[src/sv/usv_pkg.sv]
// shared types and constants of the uv sphere vertex generator
package usv_pkg;

    // register indexes of the configuration port
    localparam logic [1:0] CFG_RADIUS      = 2'd0;
    localparam logic [1:0] CFG_SECTOR_STEP = 2'd1;
    localparam logic [1:0] CFG_STACK_STEP  = 2'd2;

    localparam int CFG_W  = 16;
    localparam int X_W    = 17;   // quarter-turn argument, 0 .. 65536
    localparam int MAG_W  = 15;   // q1.14 magnitude, 0 .. 16384
    localparam int POS_W  = 17;
    localparam int NORM_W = 16;

    // polynomial coefficients, q16
    localparam logic [16:0] SIN_A = 17'd102944;
    localparam logic [15:0] SIN_B = 16'd42048;
    localparam logic [12:0] SIN_C = 13'd4640;

    localparam logic [X_W-1:0]   X_FULL   = 17'd65536;
    localparam logic [MAG_W-1:0] MAG_ONE  = 15'd16384;

    // load enables of the four polynomial stages
    typedef struct packed {
        logic sq;
        logic c_term;
        logic b_term;
        logic a_term;
    } t_sin_en;

endpackage

[src/sv/usv_sine.sv]
// four-stage pipelined quarter-turn sine polynomial
module usv_sine (
    input  logic                        i_clk,
    input  usv_pkg::t_sin_en            i_en,
    input  logic [usv_pkg::X_W-1:0]     i_x,
    output logic [usv_pkg::MAG_W-1:0]   o_mag
);
    logic [usv_pkg::X_W-1:0] r_x_a, r_x2_a;
    logic [15:0]             r_t_b;
    logic [usv_pkg::X_W-1:0] r_x_b, r_x2_b;
    logic [16:0]             r_t_c;
    logic [usv_pkg::X_W-1:0] r_x_c;
    logic [usv_pkg::MAG_W-1:0] r_mag;

    logic [33:0] n_sq;
    logic [29:0] n_cx;
    logic [32:0] n_bx;
    logic [33:0] n_ax;
    logic [16:0] n_s;
    logic [15:0] n_r;

    always_comb begin
        n_sq = 34'(i_x) * 34'(i_x);
        n_cx = 30'(usv_pkg::SIN_C) * 30'(r_x2_a);
        n_bx = 33'(r_t_b) * 33'(r_x2_b);
        n_ax = 34'(r_t_c) * 34'(r_x_c);
        n_s  = n_ax[32:16];
        n_r  = 16'((18'(n_s) + 18'd2) >> 2);
    end

    always_ff @(posedge i_clk) begin
        if (i_en.sq) begin
            r_x_a  <= i_x;
            r_x2_a <= n_sq[32:16];
        end
        if (i_en.c_term) begin
            r_t_b  <= usv_pkg::SIN_B - 16'(n_cx[29:16]);
            r_x_b  <= r_x_a;
            r_x2_b <= r_x2_a;
        end
        if (i_en.b_term) begin
            r_t_c <= usv_pkg::SIN_A - 17'(n_bx[32:16]);
            r_x_c <= r_x_b;
        end
        if (i_en.a_term) begin
            r_mag <= (n_r > 16'(usv_pkg::MAG_ONE)) ? usv_pkg::MAG_ONE : n_r[14:0];
        end
    end

    assign o_mag = r_mag;
endmodule

[config.mk]
export PLATFORM = sky130hd
export DESIGN_NAME = usv_sine
export DESIGN_NICKNAME = d
export VERILOG_FILES = /design/src/sv/usv_pkg.sv /design/src/sv/usv_sine.sv
export SDC_FILE = /design/constraint.sdc
export NUM_CORES = 2
export LEC_CHECK = 0
export ABC_AREA = 0
export BUFFER_PORTS_ARGS = -buffer_cell sky130_fd_sc_hd__buf_2
export CAP_MARGIN = 20
export CORE_MARGIN = 5
export CORE_UTILIZATION = 40
export CTS_CLUSTER_SIZE = 20
export DETAILED_ROUTE_END_ITERATION = 8
export PLACE_DENSITY = 0.62
export SLEW_MARGIN = 0
export SYNTH_ARGS = -nofsm -noshare
export SYNTH_HDL_FRONTEND = slang
export SYNTH_SLANG_ARGS = --single-unit
[constraint.sdc]
create_clock -name i_clk -period 18.5 [get_ports i_clk]
set_clock_uncertainty 0.15 [all_clocks]
set_input_delay 1.85 -clock i_clk [delete_from_list [all_inputs] [get_ports i_clk]]
set_output_delay 1.85 -clock i_clk [all_outputs]
set_load 0.05 [all_outputs]
Word-level counts from Yosys, hierarchy flattened
Cells that the tools add are included.
{"block": "totals", "inputBits": 22, "out_inout_bits": 15, "regBits": 133, "elab_cells": 16}
{"block": "op_classes", "n_mul": 4, "order_cmp": 1, "add_sub_neg": 3}
{"op": "$mul 17x17->33", "n": 2}
{"op": "$mul 16x17->33", "n": 1}
{"op": "$mul 8x17->25 const A", "n": 1}
{"op": "$add 17x2->18 const B", "n": 1}
{"op": "$sub 17x17->17 const A", "n": 1}
{"op": "$gt 16x15->1 const B", "n": 1}
{"op": "$sub 16x14->16 const A", "n": 1}

Longest topological paths before layout
{"block": "logic_depth", "word_depth": 3, "depth_mapped": 30, "ltp_nobuf": 29}

Worst setup path after synthesis
OpenSTA, ideal clock, no wires.
{"block": "synth_path", "kind": "input to register", "startpoint": "input port i_x[4] in the netlist's numbering", "endpoint": "register r_x2_a[16] in the netlist's numbering (data pin)", "setup_time_ns": 0.260, "slack_ns": 10.066, "n_path_buf": 1, "arrival_ns": 8.024, "required_ns": 18.090, "stages": 26, "path_cell_list": "clkbuf_1 > nand2_1 > fa_1 > inv_1 > fa_1 > inv_1 > fa_1 > inv_1 > fa_1 > inv_1 > fa_1 > inv_1 > fa_1 > ha_1 > and4_1 > nand2_1 > a21oi_1 > a21oi_1 > nand2b_1 > a2111oi_0 > nor3_1 > o31ai_1 > o41ai_1 > o21bai_1 > a21oi_1 > xnor2_1"}
{"block": "synth_between", "elab_chain_cells": 1}
{"element": "start, declared", "line_no": "usv_sine.sv:5", "source": "input logic [usv_pkg::X_W-1:0] i_x,"}
{"element": "$mul 17x17->33", "line_no": "usv_sine.sv:23", "source": "n_sq = 34'(i_x) * 34'(i_x);"}
{"element": "named net n_sq[32]", "line_no": "usv_sine.sv:15", "source": "logic [33:0] n_sq;"}
{"element": "end signal, assigned", "line_no": "usv_sine.sv:34", "source": "r_x2_a <= n_sq[32:16];"}
{"element": "end, declared", "line_no": "usv_sine.sv:8", "source": "logic [usv_pkg::X_W-1:0] r_x_a, r_x2_a;"}
The timed path passes the listed nets, and every way through them passes these cells.
A chain may end at the register's enable or synchronous reset.

Worst setup path in the final report
{"block": "layout_path", "startpoint": "input port i_x[5] in the netlist's numbering", "endpoint": "register r_x2_a[16] in the netlist's numbering (data pin)"}
The elaborated chain is that of the path after synthesis.

==> results.sh <==
export IMPL_cp_end_kind="register"
export IMPL_synth_cell_types=83
export IMPL_cts_hold_buf=0
export IMPL_hpwl_um=56800
export IMPL_drive_above_1_share=0.0311
export IMPL_drv_slew=0
export IMPL_antenna_found_initial=0
export IMPL_min_path_cells=0
export IMPL_root_buffer="clkbuf_16"
export IMPL_num_rows=104
export IMPL_ys_flop_type="edfxtp_1"
export IMPL_drtPass1Iterations=5
export IMPL_finalSetupViolCount=0
export IMPL_dieWidth_um=294
export IMPL_critPathCapture="r_x2_a[16]"
export IMPL_synth_seq_cells=133
export IMPL_gp_congestion=0.836
export IMPL_start_kind="input port"
export IMPL_rsz0062_at_grt="no"
export IMPL_setup_tns_ns=0
export IMPL_final_common_cell="inv_1"
export IMPL_fin_nets=4406
export IMPL_drc=0
export IMPL_die_area_sq_um=86700
export IMPL_ant_nets=0
export IMPL_portBuffers=36
export IMPL_crit_start="i_x[5]"
export IMPL_grt_max_degree=51
export IMPL_period_needed_ns=8.85
export IMPL_r2r_start="r_t_b[7]"
export IMPL_fmax_ghz=0.113
export IMPL_postCtsSetupRepairBufs=0
export IMPL_max_cap_violations=0
export IMPL_start_util=0.403
export IMPL_synth_seq_area_share=0.123
export IMPL_drt_iter0_drc=1017
export IMPL_num_io_pins=37
export IMPL_cp_data_required_time_ns=18.55
export IMPL_netlist_instances=3450
export IMPL_ys_async_sr_fraction=0
export IMPL_wl_per_cell_um=15.8
export IMPL_clk_pin_slew_ns=0.06
export IMPL_min_path_type="register to register"
export IMPL_hold_viol=0
export IMPL_reg2reg_to="r_t_c[16]"
export IMPL_fin_crit_sh=0.478
export IMPL_clk_latency_ns=0.45
export IMPL_run_status="completed"
export IMPL_cts_tree="built"
export IMPL_max_slew_worst_pin_slew_ns=0.970
export IMPL_crit_type="input port to register"
export IMPL_syn_area_sq_um=32400
export IMPL_clock_path_buffers=2
export IMPL_final_cell_mix="inv_1 (868), fa_1 (627), nand2_1 (461)"
export IMPL_vias=22083
export IMPL_synth_avg_cell_area_sq_um=9.38
export IMPL_grt_overflow_total=0
export IMPL_grt_pass1_vias=24114
export IMPL_drt_wl_total_um=70600
export IMPL_cts_resized=0
export IMPL_grt_pass1_wl_um=122000
export IMPL_dieHeight_um=294
export IMPL_synth_edf_count=133
export IMPL_cts_buffers=17
export IMPL_area_growth_pct=5.41
export IMPL_diodes=0
export IMPL_cts_sinks=133
export IMPL_syn_num_nets=4464
export IMPL_core_area_sq_um=80400
export IMPL_path_max_fanout=15
export IMPL_viasPerCell=4.95
export IMPL_slew_headroom=0.337
export IMPL_grt_total_usage=0.171
export IMPL_htreeDepth=4
export IMPL_reg2regPathDepth=25
export IMPL_r2r_slack_ns=10.11
export IMPL_yosys_warnings=0
export IMPL_crit_arrival_ns=8.90
## state kept, by name, indices dropped and copies added (netlist names)
register,cells
o_mag,15
r_x_a,17
r_x2_a,17
r_x_b,17
r_x_c,17
r_x2_b,17
r_t_c,17
r_t_b,16
## per-layer routing
layer | track usage | wire length [um]
met1 | 0.226 | 31300
met4 | 0.0333 | 1060
met5 | 0 | 0
met2 | 0.304 | 35100
met3 | 0.0249 | 3100
## cell usage after synthesis (9+ instances only)
cell type    n  area share
xnor2_1     68       0.018
nor4_1      12      0.0023
nand2_1    461       0.053
nor3_1      31      0.0048
nand3_1     30      0.0046
and2_1     278       0.054
and3_1      11      0.0021
o211ai_1     9      0.0021
xor2_1      30      0.0081
or3_1       14      0.0027
a21oi_1     61      0.0094
fa_1       627        0.39
a31oi_1     14      0.0027
edfxtp_1   133        0.12
a211oi_1     9      0.0021
nor2b_1     14      0.0027
nand4_1     13      0.0025
clkbuf_1   113       0.013
inv_1      868        0.10
a21o_1      24      0.0056
ha_1       365        0.14
nor2_1      88       0.010
o21ai_0     34      0.0053
## worst min-delay path by stage
stage | start | to | slack (ns)
after CTS | r_x_b[3] | r_x_c[3] | 0.27
final | r_x_b[7] | r_x_c[7] | 0.27
after global placement | r_x_b[15] | r_x_c[15] | 0.25
after detailed placement | r_x_a[0] | r_x_b[0] | 0.25
after floorplan | r_x_a[0] | r_x_b[0] | 0.25
after global routing | r_x_a[1] | r_x_b[1] | 0.27
## cell type report
type | count | area (sq um)
clock buffers | 17 | 425
multi-input cells | 2330 | 24700
fillers | 7908 | 46300
clock inverters | 14 | 223
flip-flops and latches | 133 | 3990
well taps | 1060 | 1330
repair buffers | 42 | 225
inverters | 868 | 3260
## logic make-up (layout without fill, tap and decap cells)
family | count (synthesis) | after routing | share of synthesized area
muxes | 11 | 11 | 0.00359
AOI/OAI and AO/OA | 246 | 246 | 0.0564
and+or+nand+nor | 982 | 982 | 0.146
DFF | 133 | 133 | 0.123
adders and majority gates | 992 | 992 | 0.529
xor gates and xnor gates | 99 | 99 | 0.0270
buffers and inverters | 987 | 941 | 0.115
## worst max-delay path, cell delays in order
cell and delay, ns:
buf_2 0.28, inv_1 0.22, nor2_1 0.25, fa_1 0.46
inv_1 0.08, fa_1 0.43, fa_1 0.53, inv_1 0.06
fa_1 0.53, inv_1 0.05, fa_1 0.47, inv_1 0.05
fa_1 0.43, ha_1 0.32, and4_1 0.21, nand2_1 0.05
a21oi_1 0.11, a21oi_1 0.13, nand2b_1 0.23, a2111oi_0 0.85
nor3_1 0.18, o31ai_1 0.52, o41ai_1 0.18, o21bai_1 0.21
a21oi_1 0.11, xnor2_1 0.12
## metrics by stage
stage	utilization	instance area [sq um]	setup slack [ns]	instances	hold WS (ns)
final	0.424	34100	9.65	4464	0.266
after global routing	0.424	34100	9.11	4464	0.274
after CTS	0.424	34100	9.68	4463	0.268
after floorplan	-	32400	10.07	3450	0.250
after global placement	0.416	33500	9.21	4432	0.253
after detailed placement	0.416	33500	9.19	4432	0.255
Power is left out: the tool's default activity adds up to more than one toggle a clock period on the data nets, which glitch-free logic cannot reach.
